<file path="src/wildcard_byte_pattern_search_macros.svh">
// Assertion macros shared by the wildcard byte pattern search RTL.
`ifndef WILDCARD_BYTE_PATTERN_SEARCH_MACROS_SVH
`define WILDCARD_BYTE_PATTERN_SEARCH_MACROS_SVH

`ifndef ASSERT_OFF
// Same-cycle implication, checked out of reset.
`define WBPS_ASSERT_IMP(label, clk, rst_n, ante, cons, msg) \
    label: assert property (@(posedge clk) disable iff (!(rst_n)) (ante) |-> (cons)) \
        else $error(msg);
// Next-cycle implication, checked out of reset.
`define WBPS_ASSERT_NXT(label, clk, rst_n, ante, cons, msg) \
    label: assert property (@(posedge clk) disable iff (!(rst_n)) (ante) |=> (cons)) \
        else $error(msg);
`else
`define WBPS_ASSERT_IMP(label, clk, rst_n, ante, cons, msg)
`define WBPS_ASSERT_NXT(label, clk, rst_n, ante, cons, msg)
`endif

`endif

</file>
<file path="src/wbps_pkg.sv">
// Shared types and constants of the wildcard byte pattern search.
`timescale 1ns / 1ps

package wbps_pkg;

    localparam int BYTE_W    = 8;
    localparam int SLOT_W    = 5;
    localparam int CFG_W     = 6;
    localparam int OFFSET_W  = 32;
    localparam int S_TDATA_W = 16;

    // Pattern byte that matches any region byte
    localparam logic [BYTE_W-1:0] WILDCARD = 8'h2A;

    // Input beat kinds carried on s_tuser
    localparam logic CMD_PATTERN = 1'b0;
    localparam logic CMD_REGION  = 1'b1;

    // Control broadcast from the top level to every cell
    typedef struct packed {
        logic              shift;    // region byte accepted, advance window
        logic              clear;    // last byte of region, drop valid marks
        logic              realign;  // shift pattern copy one cell up
        logic              pat_wr;   // pattern byte accepted
        logic [SLOT_W-1:0] pat_slot;
        logic [BYTE_W-1:0] pat_data;
        logic [CFG_W-1:0]  len;      // active pattern length, 1 or more
    } cell_ctrl_t;

endpackage

</file>
<file path="src/wbps_cell.sv">
// One window cell: holds a region byte, its valid mark and the aligned pattern byte.
`timescale 1ns / 1ps

module wbps_cell #(
    parameter int unsigned IDX = 0
) (
    input  logic                       aclk,
    input  logic                       aresetn,
    input  wbps_pkg::cell_ctrl_t       ctrl,
    input  logic [wbps_pkg::BYTE_W-1:0] byte_in,
    input  logic                       vld_in,
    input  logic [wbps_pkg::BYTE_W-1:0] pat_in,
    output logic [wbps_pkg::BYTE_W-1:0] byte_out,
    output logic                       vld_out,
    output logic [wbps_pkg::BYTE_W-1:0] pat_out,
    output logic                       ok
);

    logic [wbps_pkg::BYTE_W-1:0] byte_reg;
    logic                        vld_reg;
    logic                        vld_next;
    logic [wbps_pkg::BYTE_W-1:0] pat_reg;
    logic                        active;
    logic                        pat_hit;

    // Cell k compares window byte k with pattern byte len-1-k
    assign active  = 32'(IDX) < 32'(ctrl.len);
    assign pat_hit = ctrl.pat_wr &&
                     ((32'(IDX) + 32'(ctrl.pat_slot) + 32'd1) == 32'(ctrl.len));

    // Judge the byte that enters this cell on the current beat
    assign ok = !active ||
                (vld_in && (pat_reg == wbps_pkg::WILDCARD || pat_reg == byte_in));

    // Advance the window byte
    always_ff @(posedge aclk) begin
        if (ctrl.shift) begin
            byte_reg <= byte_in;
        end
    end

    // Track which window bytes belong to the current region
    always_comb begin
        vld_next = vld_reg;
        if (ctrl.shift) begin
            vld_next = ctrl.clear ? 1'b0 : vld_in;
        end
    end

    always_ff @(posedge aclk) begin
        if (!aresetn) begin
            vld_reg <= 1'b0;
        end else begin
            vld_reg <= vld_next;
        end
    end

    // Load the aligned pattern byte by realignment or by direct write
    always_ff @(posedge aclk) begin
        if (ctrl.realign) begin
            pat_reg <= pat_in;
        end else if (pat_hit) begin
            pat_reg <= ctrl.pat_data;
        end
    end

    assign byte_out = byte_reg;
    assign vld_out  = vld_reg;
    assign pat_out  = pat_reg;

endmodule

</file>
<file path="src/wildcard_byte_pattern_search.sv">
// Top level of the wildcard byte pattern search: control, pattern store and cell chain.
// A result beat is registered and appears in the cycle after the region byte that causes it.
// Throughput: one input beat per cycle; s_tready drops while a result beat waits on m_tready.
// After a write of pattern_length, s_tready stays low while the pattern copy in the cells
// is realigned to the new length, clamped to 1..MAX_PATTERN.
// Reset (aresetn low, synchronous) clears the window marks, counters and the output beat.
`timescale 1ns / 1ps

`include "wildcard_byte_pattern_search_macros.svh"

module wildcard_byte_pattern_search #(
    parameter int unsigned MAX_PATTERN = 32
) (
    input  logic                                aclk,
    input  logic                                aresetn,
    // Configuration: pattern_length
    input  logic                                cfg_we,
    input  logic [wbps_pkg::CFG_W-1:0]          cfg_wdata,
    // Input beats
    input  logic                                s_tvalid,
    output logic                                s_tready,
    // s_tdata: [7:0] data_byte, [12:8] pattern_slot, [15:13] zero
    input  logic [wbps_pkg::S_TDATA_W-1:0]      s_tdata,
    input  logic                                s_tuser,   // [0] command
    input  logic                                s_tlast,   // region_last
    // Result beats
    output logic                                m_tvalid,
    input  logic                                m_tready,
    output logic [wbps_pkg::OFFSET_W-1:0]       m_tdata,   // [31:0] match_offset
    output logic                                m_tuser    // [0] found
);

    localparam int unsigned PDEPTH = (MAX_PATTERN < 32) ? MAX_PATTERN : 32;
    localparam int unsigned PIDX_W = (PDEPTH > 1) ? $clog2(PDEPTH) : 1;

    logic [wbps_pkg::BYTE_W-1:0]   data_byte;
    logic [wbps_pkg::SLOT_W-1:0]   pattern_slot;
    logic                          in_fire;
    logic                          region_beat;
    logic                          pattern_beat;

    logic [wbps_pkg::CFG_W-1:0]    len_reg;
    logic [wbps_pkg::CFG_W-1:0]    len_next;
    logic                          realign_reg;
    logic [wbps_pkg::CFG_W-1:0]    realign_cnt_reg;
    logic [wbps_pkg::BYTE_W-1:0]   realign_feed;
    logic [wbps_pkg::BYTE_W-1:0]   pat_reg [PDEPTH];

    logic [wbps_pkg::OFFSET_W-1:0] count_reg;
    logic [wbps_pkg::OFFSET_W-1:0] count_inc;
    logic                          reported_reg;

    logic                          all_ok;
    logic                          hit;
    logic                          emit;

    logic                          out_valid_reg;
    logic                          out_found_reg;
    logic [wbps_pkg::OFFSET_W-1:0] out_offset_reg;

    wbps_pkg::cell_ctrl_t          ctrl;

    logic [wbps_pkg::BYTE_W-1:0]   cell_byte [MAX_PATTERN];
    logic                          cell_vld  [MAX_PATTERN];
    logic [wbps_pkg::BYTE_W-1:0]   cell_pat  [MAX_PATTERN];
    logic [MAX_PATTERN-1:0]        cell_ok;

    // Unpack the input beat
    assign data_byte    = s_tdata[7:0];
    assign pattern_slot = s_tdata[12:8];
    assign in_fire      = s_tvalid && s_tready;
    assign region_beat  = in_fire && (s_tuser == wbps_pkg::CMD_REGION);
    assign pattern_beat = in_fire && (s_tuser == wbps_pkg::CMD_PATTERN);

    // Accept while the output register frees up and no realignment runs
    assign s_tready = (!out_valid_reg || m_tready) && !realign_reg;

    // Clamp the written length to 1..MAX_PATTERN
    always_comb begin
        if (cfg_wdata == '0) begin
            len_next = wbps_pkg::CFG_W'(1);
        end else if (32'(cfg_wdata) > 32'(MAX_PATTERN)) begin
            len_next = wbps_pkg::CFG_W'(MAX_PATTERN);
        end else begin
            len_next = cfg_wdata;
        end
    end

    // Hold the length and sequence the realignment of the cell pattern copy
    always_ff @(posedge aclk) begin
        if (!aresetn) begin
            len_reg         <= wbps_pkg::CFG_W'(1);
            realign_reg     <= 1'b0;
            realign_cnt_reg <= '0;
        end else if (cfg_we) begin
            len_reg         <= len_next;
            realign_reg     <= 1'b1;
            realign_cnt_reg <= '0;
        end else if (realign_reg) begin
            if ((32'(realign_cnt_reg) + 32'd1) == 32'(len_reg)) begin
                realign_reg <= 1'b0;
            end
            realign_cnt_reg <= realign_cnt_reg + wbps_pkg::CFG_W'(1);
        end
    end

    // Feed pattern bytes in slot order into the bottom of the chain
    always_comb begin
        realign_feed = '0;
        if (32'(realign_cnt_reg) < 32'(PDEPTH)) begin
            realign_feed = pat_reg[realign_cnt_reg[PIDX_W-1:0]];
        end
    end

    // Store pattern bytes by slot
    always_ff @(posedge aclk) begin
        if (pattern_beat && (32'(pattern_slot) < 32'(PDEPTH))) begin
            pat_reg[pattern_slot[PIDX_W-1:0]] <= data_byte;
        end
    end

    // Broadcast control to the cells
    always_comb begin
        ctrl.shift    = region_beat;
        ctrl.clear    = region_beat && s_tlast;
        ctrl.realign  = realign_reg;
        ctrl.pat_wr   = pattern_beat;
        ctrl.pat_slot = pattern_slot;
        ctrl.pat_data = data_byte;
        ctrl.len      = len_reg;
    end

    // Chain of cells, newest byte enters cell 0
    for (genvar k = 0; k < MAX_PATTERN; k++) begin : g_cell
        if (k == 0) begin : g_head
            wbps_cell #(.IDX(k)) u_cell (
                .aclk     (aclk),
                .aresetn  (aresetn),
                .ctrl     (ctrl),
                .byte_in  (data_byte),
                .vld_in   (1'b1),
                .pat_in   (realign_feed),
                .byte_out (cell_byte[k]),
                .vld_out  (cell_vld[k]),
                .pat_out  (cell_pat[k]),
                .ok       (cell_ok[k])
            );
        end else begin : g_body
            wbps_cell #(.IDX(k)) u_cell (
                .aclk     (aclk),
                .aresetn  (aresetn),
                .ctrl     (ctrl),
                .byte_in  (cell_byte[k-1]),
                .vld_in   (cell_vld[k-1]),
                .pat_in   (cell_pat[k-1]),
                .byte_out (cell_byte[k]),
                .vld_out  (cell_vld[k]),
                .pat_out  (cell_pat[k]),
                .ok       (cell_ok[k])
            );
        end
    end

    // Combine cell verdicts and decide on a result beat
    assign all_ok    = &cell_ok;
    assign hit       = region_beat && !reported_reg && all_ok;
    assign emit      = hit || (region_beat && s_tlast && !reported_reg);
    assign count_inc = (count_reg == '1) ? count_reg : count_reg + 32'd1;

    // Advance region counters, clear them after the last byte
    always_ff @(posedge aclk) begin
        if (!aresetn) begin
            count_reg    <= '0;
            reported_reg <= 1'b0;
        end else if (region_beat) begin
            if (s_tlast) begin
                count_reg    <= '0;
                reported_reg <= 1'b0;
            end else begin
                count_reg    <= count_inc;
                reported_reg <= reported_reg || hit;
            end
        end
    end

    // Output register
    always_ff @(posedge aclk) begin
        if (!aresetn) begin
            out_valid_reg <= 1'b0;
        end else if (emit) begin
            out_valid_reg <= 1'b1;
        end else if (m_tready) begin
            out_valid_reg <= 1'b0;
        end
    end

    always_ff @(posedge aclk) begin
        if (emit) begin
            out_found_reg  <= hit;
            out_offset_reg <= hit ? (count_inc - 32'(len_reg)) : '0;
        end
    end

    assign m_tvalid = out_valid_reg;
    assign m_tuser  = out_found_reg;
    assign m_tdata  = out_offset_reg;

    // Checks
    `WBPS_ASSERT_NXT(a_hit_gives_found, aclk, aresetn, hit, m_tvalid && m_tuser,
                     "match did not produce a found beat")
    `WBPS_ASSERT_NXT(a_one_result_per_region, aclk, aresetn,
                     region_beat && reported_reg && !s_tlast, !m_tvalid,
                     "second result in one region")
    `WBPS_ASSERT_NXT(a_count_saturates, aclk, aresetn,
                     region_beat && !s_tlast && (count_reg == '1), count_reg == '1,
                     "region count wrapped")
    `WBPS_ASSERT_NXT(a_cfg_stalls_input, aclk, aresetn, cfg_we, !s_tready,
                     "input accepted during realignment")
    `WBPS_ASSERT_IMP(a_notfound_zero_offset, aclk, aresetn, m_tvalid && !m_tuser,
                     m_tdata == '0, "not-found beat with nonzero offset")

endmodule

</file>
<file path="config.mk">
export PLATFORM = sky130hd
export DESIGN_NAME = wildcard_byte_pattern_search
export DESIGN_NICKNAME = d
export VERILOG_FILES = /design/src/wbps_pkg.sv /design/src/wbps_cell.sv /design/src/wildcard_byte_pattern_search.sv
export VERILOG_INCLUDE_DIRS = /design/src /design/src/src
export SDC_FILE = /design/constraint.sdc
export NUM_CORES = 1
export LEC_CHECK = 0
export BUFFER_PORTS_ARGS = -buffer_cell sky130_fd_sc_hd__buf_4
export CORE_MARGIN = 5
export CORE_UTILIZATION = 60
export CTS_CLUSTER_DIAMETER = 100
export CTS_CLUSTER_SIZE = 12
export DETAILED_ROUTE_END_ITERATION = 7
export PLACE_DENSITY = 0.88
export SETUP_SLACK_MARGIN = 0.3
export SLEW_MARGIN = 20
export SYNTH_ARGS = -nofsm -noshare
export SYNTH_HDL_FRONTEND = slang
export SYNTH_HIERARCHICAL = 1
export SYNTH_SLANG_ARGS = --single-unit
</file>
<file path="constraint.sdc">
create_clock -name aclk -period 16.3 [get_ports aclk]
set_input_delay 3.26 -clock aclk [delete_from_list [all_inputs] [get_ports aclk]]
set_output_delay 3.26 -clock aclk [all_outputs]
set_load 0.005 [all_outputs]
</file>
==> PnR_summary.wiki, run 1 <==
{| class="wikitable"
! Metric !! Value
|-
| Result of the run || finished clean
|-
| Via count of the first global-routing pass || 29,900
|-
| Final weighted congestion in routability-driven placement || 0.862
|-
| Min Hold Slack || between 400 and 500 ps
|-
| Number of max-slew violations in the final report || 0
|-
| Antenna violations before repair || 2
|-
| Net total in the final layout || between 3,000 and 4,000
|-
| Ports || 64
|-
| Critical hold path startpoint || g_cell[15].g_body.u_cell/byte_out[0]$_DFFE_PP_
|-
| Crit. Startpoint || m_tready
|-
| Clock-pin slew on the worst setup and hold paths || 60 ps
|-
| Number of buffers inserted by port buffering || 60
|-
| Endpoint arrival time on the critical path || roughly 3800 ps
|-
| Detail Placement HPWL || about 66 mm
|-
| R2R Path Start || count_reg[0]$_SDFFE_PN0P_
|-
| Post-Route Utilization || 65.2%
|-
| Post-DR wirelength/cell || 22.5 um
|-
| Startpoint class of the critical path || input port
|-
| First-pass DRT Iterations || 6
|-
| DRC violations left || 0
|-
| Max frequency || 143 MHz
|-
| Routed vias/inst || approximately 6.4
|-
| GR Util All Layers || 24.5%
|-
| Layout area overhead || 8.11%
|-
| Count of clock tree sinks || 876
|-
| Die outline area || approximately 0.085 sq mm
|-
| Setup violation total in the final timing report || 0
|-
| Final setup skew || between 30 and 40 ps
|-
| Max reg flops || approximately 260
|-
| Die outline width || slightly below 300 um
|-
| Class of the worst hold path || flip-flop to flip-flop
|-
| Fillers || 5,358
|-
| CP Capture Type || output pin
|-
| Total CTS buffers || 82
|-
| Number of warnings reported in the yosys synthesis log || 6
|-
| Final min period || 7020 ps
|-
| Count of buffers added by post-CTS timing repair for setup || 0
|-
| Total Negative Setup Slacks || 0 ps
|-
| Crit path required time || 13,040 ps
|-
| Clk_lat worst skew || between 600 and 700 ps
|-
| Num rows || 103
|-
| Fraction of layout cells with a size suffix above 1 || 17.3%
|-
| # Max-Cap Violations || 0
|-
| Mean post-synth cell area || 13.1 sq um
|-
| Via count || 30,600
|-
| CP Max Fanout || 3
|-
| Leak pwr || 16.6 nW
|-
| DRT Wirelength || 108 mm
|-
| Final worst-path cycle share || 43.1%
|-
| Maximum number of pins on one net before global-route repair || around 160
|-
| Total of cells resized after clock tree synthesis || 0
|-
| Worst rel slew slack || 27.5%
|-
| Library cell used as clock root buffer || sky130_fd_sc_hd__clkbuf_16
|-
| Remaining number of nets flagged by the antenna check after routing || 0
|-
| Hold buffers post-CTS || 0
|-
| Peak ir drop on the vdd network || 87.9 uV
|-
| Total power density per cell area || 97.3 mW/mm^2
|-
| Dpl ws || 9000 ps
|-
| Total count of hold-check failures in the final report || 0
|-
| First DRT Iteration DRCs || 3,049
|-
| H-Tree Depth || 3
|-
| Clock Path Buffers || 3
|-
| Tightest Pin Transition || 1090 ps
|-
| Core footprint || 0.0787 sq mm
|-
| Kind of critical path || input port to output pin
|-
| Initial core utilization || 60.3%
|-
| Vertical extent of the die || a little under 300 um
|-
| Synthesized cell area || 0.0475 sq mm
|-
| Gate count after technology mapping || 3,631
|-
| Overflow after GRT || 0
|-
| First-pass GRT wire length || between 150 and 200 mm
|-
| TritonCTS clock tree || yes
|-
| Post-layout total power || 4.99 mW
|-
| Post-route worst setup slack || 9280 ps
|-
| RSZ-0062 raised after global routing || false
|}
==> cell usage in the layout (no fill, tap or decap), types with 14 or more instances in the layout <==
cell and count:
sky130_fd_sc_hd__nor4bb_1 36, sky130_fd_sc_hd__edfxtp_1 793, sky130_fd_sc_hd__mux2_2 237, sky130_fd_sc_hd__nor2_1 167, sky130_fd_sc_hd__a41o_1 17, sky130_fd_sc_hd__o211ai_1 14, sky130_fd_sc_hd__a21o_1 16, sky130_fd_sc_hd__o21ai_1 16
sky130_fd_sc_hd__clkbuf_16 83, sky130_fd_sc_hd__o22ai_1 40, sky130_fd_sc_hd__ha_1 81, sky130_fd_sc_hd__nand3_1 57, sky130_fd_sc_hd__nor3b_1 15, sky130_fd_sc_hd__and2_1 53, sky130_fd_sc_hd__buf_4 90, sky130_fd_sc_hd__inv_1 121
sky130_fd_sc_hd__mux4_2 80, sky130_fd_sc_hd__a22oi_1 20, sky130_fd_sc_hd__nand2b_1 27, sky130_fd_sc_hd__nor4_1 21, sky130_fd_sc_hd__dfxtp_1 74, sky130_fd_sc_hd__nor3_1 52, sky130_fd_sc_hd__xor2_1 109, sky130_fd_sc_hd__nor2b_1 48
sky130_fd_sc_hd__a21oi_1 74, sky130_fd_sc_hd__nand2_1 185, sky130_fd_sc_hd__o21ai_0 94, sky130_fd_sc_hd__o21a_1 14, sky130_fd_sc_hd__mux2i_1 36, sky130_fd_sc_hd__a31oi_1 14, sky130_fd_sc_hd__nor4b_1 39, sky130_fd_sc_hd__clkbuf_1 48
sky130_fd_sc_hd__mux2_1 22, sky130_fd_sc_hd__nand4_1 109, sky130_fd_sc_hd__xnor2_1 446
==> through the flow <==
step           instance area (sq um)  instances
2_1_floorplan                  47500       3632
3_3_place_gp                   48900       4648
3_5_place_dp                   48900       4648
4_1_cts                        51300       4785
5_1_grt                        51300       4787
6_report                       51300       4788
==> critical path, stage by stage <==
cell	delay [ps]
sky130_fd_sc_hd__buf_4	110
sky130_fd_sc_hd__nor2b_1	140
sky130_fd_sc_hd__nor2_1	90
sky130_fd_sc_hd__buf_4	170
==> final timing paths <==
check | end | slack [ps] | depth (start not counted)
worst max-delay path | s_tready | 9280 | 4
worst min-delay path | g_cell[16].g_body.u_cell/byte_out[0]$_DFFE_PP_ | 460 | 0
worst max register to register | m_tdata[28]$_SDFFCE_PN0P_ | 11070 | 16
worst min register to register | g_cell[16].g_body.u_cell/byte_out[0]$_DFFE_PP_ | 460 | 0
==> where the power goes <==
group / total [mW] / internal [mW] / switching [mW]
sequential: 2.63 / 2.55 / 0.0781
combinational: 0.593 / 0.263 / 0.330
clock: 1.77 / 0.954 / 0.817
total: 4.99 / 3.77 / 1.22
==> final cells by class <==
class	instances	area (sq um)	share of cell area (%)
inverters	123	469	0.914
repair buffers	95	744	1.45
flip-flops and latches	876	25500	49.7
clock buffers	131	2260	4.40
multi-input cells	2506	20900	40.7
well taps	1050	1310	2.56
diodes	1	2.50	0.00488
clock inverters	6	115	0.224
==> metal layers <==
layer | global-route usage (%) | part of all wire, % | up-vias | wire [um]
met5 | 0 | 0.016 | - | 17
met4 | 8.82 | 3.6 | 2 | 3850
met3 | 4.08 | 7.1 | 239 | 7640
met2 | 41.1 | 49 | 1235 | 53200
met1 | 32.6 | 40 | 15100 | 42900
li1 | - | - | 14000 | -
(Power assumes the default switching activity.)
==> inputs of run 2 (changes only) <==
clock period = 7.1 ns   (was 16.3 ns; I/O delays follow)
==> run 2 against run 1 <==
Net effect:
- die area did not move
- cell count rose by 0.10%
- non-clock buffer count is 1 higher
- clock skew rose by 12 ps
- sequential power is 130% higher
- worst setup slack worse by 7300 ps
- sequential share of layout area fell by 0.088 points
- total power grew 130%
- first-iteration DRC count is 16% higher
- register-to-register slack got worse by 9100 ps
- sequential cell count unchanged
==> PnR_summary.wiki, run 2 (synthesis gave the netlist of run 1 again) <==
{| class="wikitable"
! Metric !! Value
|-
| Result of the run || finished clean
|-
| Ports || 64
|-
| Max frequency || 194 MHz
|-
| Vertical extent of the die || around 290 um
|-
| RSZ-0062 raised after global routing || false
|-
| Number of buffers inserted by port buffering || 60
|-
| Fillers || 5,286
|-
| Total power density per cell area || 224 mW/mm^2
|-
| Tightest Pin Transition || 1100 ps
|-
| Total CTS buffers || 82
|-
| TritonCTS clock tree || yes
|-
| Net total in the final layout || approximately 3,800
|-
| Clock-pin slew on the worst setup and hold paths || 60 ps
|-
| Post-DR wirelength/cell || 22.8 um
|-
| Antenna violations before repair || 2
|-
| Max reg flops || 256
|-
| Setup violation total in the final timing report || 0
|-
| Routed vias/inst || roughly 6.4
|-
| Clk_lat worst skew || 660 ps
|-
| WHS Endpoint || g_cell[28].g_body.u_cell/byte_out[3]$_DFFE_PP_
|-
| Clock Path Buffers || 3
|-
| Total count of hold-check failures in the final report || 0
|-
| Final setup skew || 43.5 ps
|-
| Crit path required time || 7490 ps
|-
| First-pass DRT Iterations || 6
|-
| Count of buffers added by post-CTS timing repair for setup || 0
|-
| Post-Route Utilization || 65.3%
|-
| Endpoint arrival time on the critical path || 5560 ps
|-
| Total Negative Setup Slacks || 0 ps
|-
| Worst-case reg-to-reg path depth || 16
|-
| # Max-Cap Violations || 0
|-
| Worst reg2reg setup slack || 1930 ps
|-
| Total of cells resized after clock tree synthesis || 0
|-
| Die outline area || around 0.085 sq mm
|-
| Detail Placement HPWL || 66.2 mm
|-
| Fraction of layout cells with a size suffix above 1 || roughly 17%
|-
| Via count of the first global-routing pass || 30,300
|-
| First DRT Iteration DRCs || about 3,500
|-
| Remaining number of nets flagged by the antenna check after routing || 0
|-
| Maximum number of pins on one net before global-route repair || 177
|-
| Startpoint class of the critical path || flip-flop
|-
| Worst rel slew slack || 26.3%
|-
| CP Capture Type || flip-flop
|-
| Top routing layer in use || met5
|-
| Count of clock tree sinks || 876
|-
| GR Util All Layers || 25.2%
|-
| Routed met3 length || 7.94 mm
|-
| Library cell used as clock root buffer || sky130_fd_sc_hd__clkbuf_16
|-
| DRT Wirelength || 109 mm
|-
| Die outline width || 291 um
|-
| H-Tree Depth || 3
|-
| First-pass GRT wire length || 172 mm
|-
| Via count || approximately 31,000
|-
| Leak pwr || between 15 and 20 nW
|-
| Number of max-slew violations in the final report || 0
|-
| Most common cell after layout, fill and taps aside || sky130_fd_sc_hd__edfxtp_1
|-
| Met1 WL || 43.3 mm
|-
| RR Endpoint || m_tdata[28]$_SDFFCE_PN0P_
|-
| Class of the worst hold path || flip-flop to flip-flop
|-
| CP Max Fanout || 10
|-
| Diodes inserted || 0
|-
| Core footprint || 0.0787 sq mm
|-
| Final min period || 5170 ps
|-
| Num rows || 103
|-
| Layout area overhead || 8.30%
|-
| Final worst-path cycle share || 72.8%
|-
| Routed length on met2 || 54.7 mm
|-
| Peak ir drop on the vdd network || between 300 and 400 uV
|-
| Overflow after GRT || 0
|-
| Final weighted congestion in routability-driven placement || about 0.86
|-
| Hold buffers post-CTS || 0
|-
| Number of cells on the worst hold path || 0
|-
| R2R Path Start || count_reg[0]$_SDFFE_PN0P_
|-
| Critical hold path startpoint || g_cell[27].g_body.u_cell/byte_out[3]$_DFFE_PP_
|-
| Highest-count cells in the layout ignoring fill and taps || sky130_fd_sc_hd__edfxtp_1, sky130_fd_sc_hd__xnor2_1, sky130_fd_sc_hd__mux2_2, sky130_fd_sc_hd__nand2_1, sky130_fd_sc_hd__nor2_1
|-
| DRC violations left || 0
|-
| Initial core utilization || about 60%
|-
| Kind of critical path || flip-flop to flip-flop
|}
## run 2: cell types whose count changed in the layout (fill, tap and decap cells not counted), sizes merged
cell    change
buf         +2
clkinv      +5
inv         -4
clkbuf      +3
diode       -1
## run 2: how the worst max path moves through the flow
| stage | cells past startpoint | end | slack (ps) | start |
|---|---|---|---|---|
| after CTS | 16 | m_tdata[28]$_SDFFCE_PN0P_ | 2060 | count_reg[0]$_SDFFE_PN0P_ |
| final | 16 | m_tdata[28]$_SDFFCE_PN0P_ | 1930 | count_reg[0]$_SDFFE_PN0P_ |
| after detailed placement | 9 | m_tdata[2]$_SDFFCE_PN0P_ | 1700 | s_tdata[0] |
| after global routing | 16 | m_tdata[28]$_SDFFCE_PN0P_ | 1670 | count_reg[0]$_SDFFE_PN0P_ |
| after floorplan | 7 | m_tdata[0]$_SDFFCE_PN0P_ | 450 | m_tready |
| after global placement | 9 | m_tdata[12]$_SDFFCE_PN0P_ | 1860 | s_tdata[0] |
## run 2: worst max-delay path: stages (launching register included)
cell                      delay, ps
sky130_fd_sc_hd__dfxtp_1        450
sky130_fd_sc_hd__ha_1           290
sky130_fd_sc_hd__nand4_4        160
sky130_fd_sc_hd__nor4_2         700
sky130_fd_sc_hd__nand2_1        440
sky130_fd_sc_hd__xnor2_1        290
sky130_fd_sc_hd__ha_1           200
sky130_fd_sc_hd__inv_1           50
sky130_fd_sc_hd__fa_1           400
sky130_fd_sc_hd__a21o_1         200
sky130_fd_sc_hd__a21oi_1        240
sky130_fd_sc_hd__o21ai_0        150
sky130_fd_sc_hd__o21ba_2        310
sky130_fd_sc_hd__nand4_2        240
sky130_fd_sc_hd__nor4_4         480
sky130_fd_sc_hd__nand4_1        130
sky130_fd_sc_hd__nor3b_2        170
## run 2: through the flow
step	hold slack (ps)	setup slack [ps]	std cells	total power, mW	cell area, sq um
after global routing	479	1670	4793	11.9	51400
after detailed placement	456	1700	4650	7.47	48900
after floorplan	441	452	3632	7.08	47500
final	457	1930	4793	11.5	51400
after global placement	453	1860	4650	7.42	48900
after CTS	461	2060	4792	11.5	51400
## run 2: cell type report
| type | count | area (sq um) | share of cell area (%) |
|---|---|---|---|
| multi-input combinational | 2506 | 20900 | 40.7 |
| clock buffer | 135 | 2250 | 4.38 |
| inverter | 123 | 469 | 0.913 |
| clock inverter | 7 | 173 | 0.336 |
| tap | 1050 | 1310 | 2.56 |
| sequential | 876 | 25500 | 49.6 |
| timing repair buffer | 96 | 781 | 1.52 |
## run 2: metal layers
layer	global-route usage, %	vias to the layer above
met5	0	-
met4	7.83	2
met3	3.77	246
met2	43.3	1383
met1	33.4	15300
li1	-	13900
## run 2: report_power, final
part	switching, mW	total [mW]	internal (mW)
combinational	0.755	1.36	0.607
sequential	0.189	6.04	5.86
clock	1.90	4.08	2.19
total	2.84	11.5	8.65
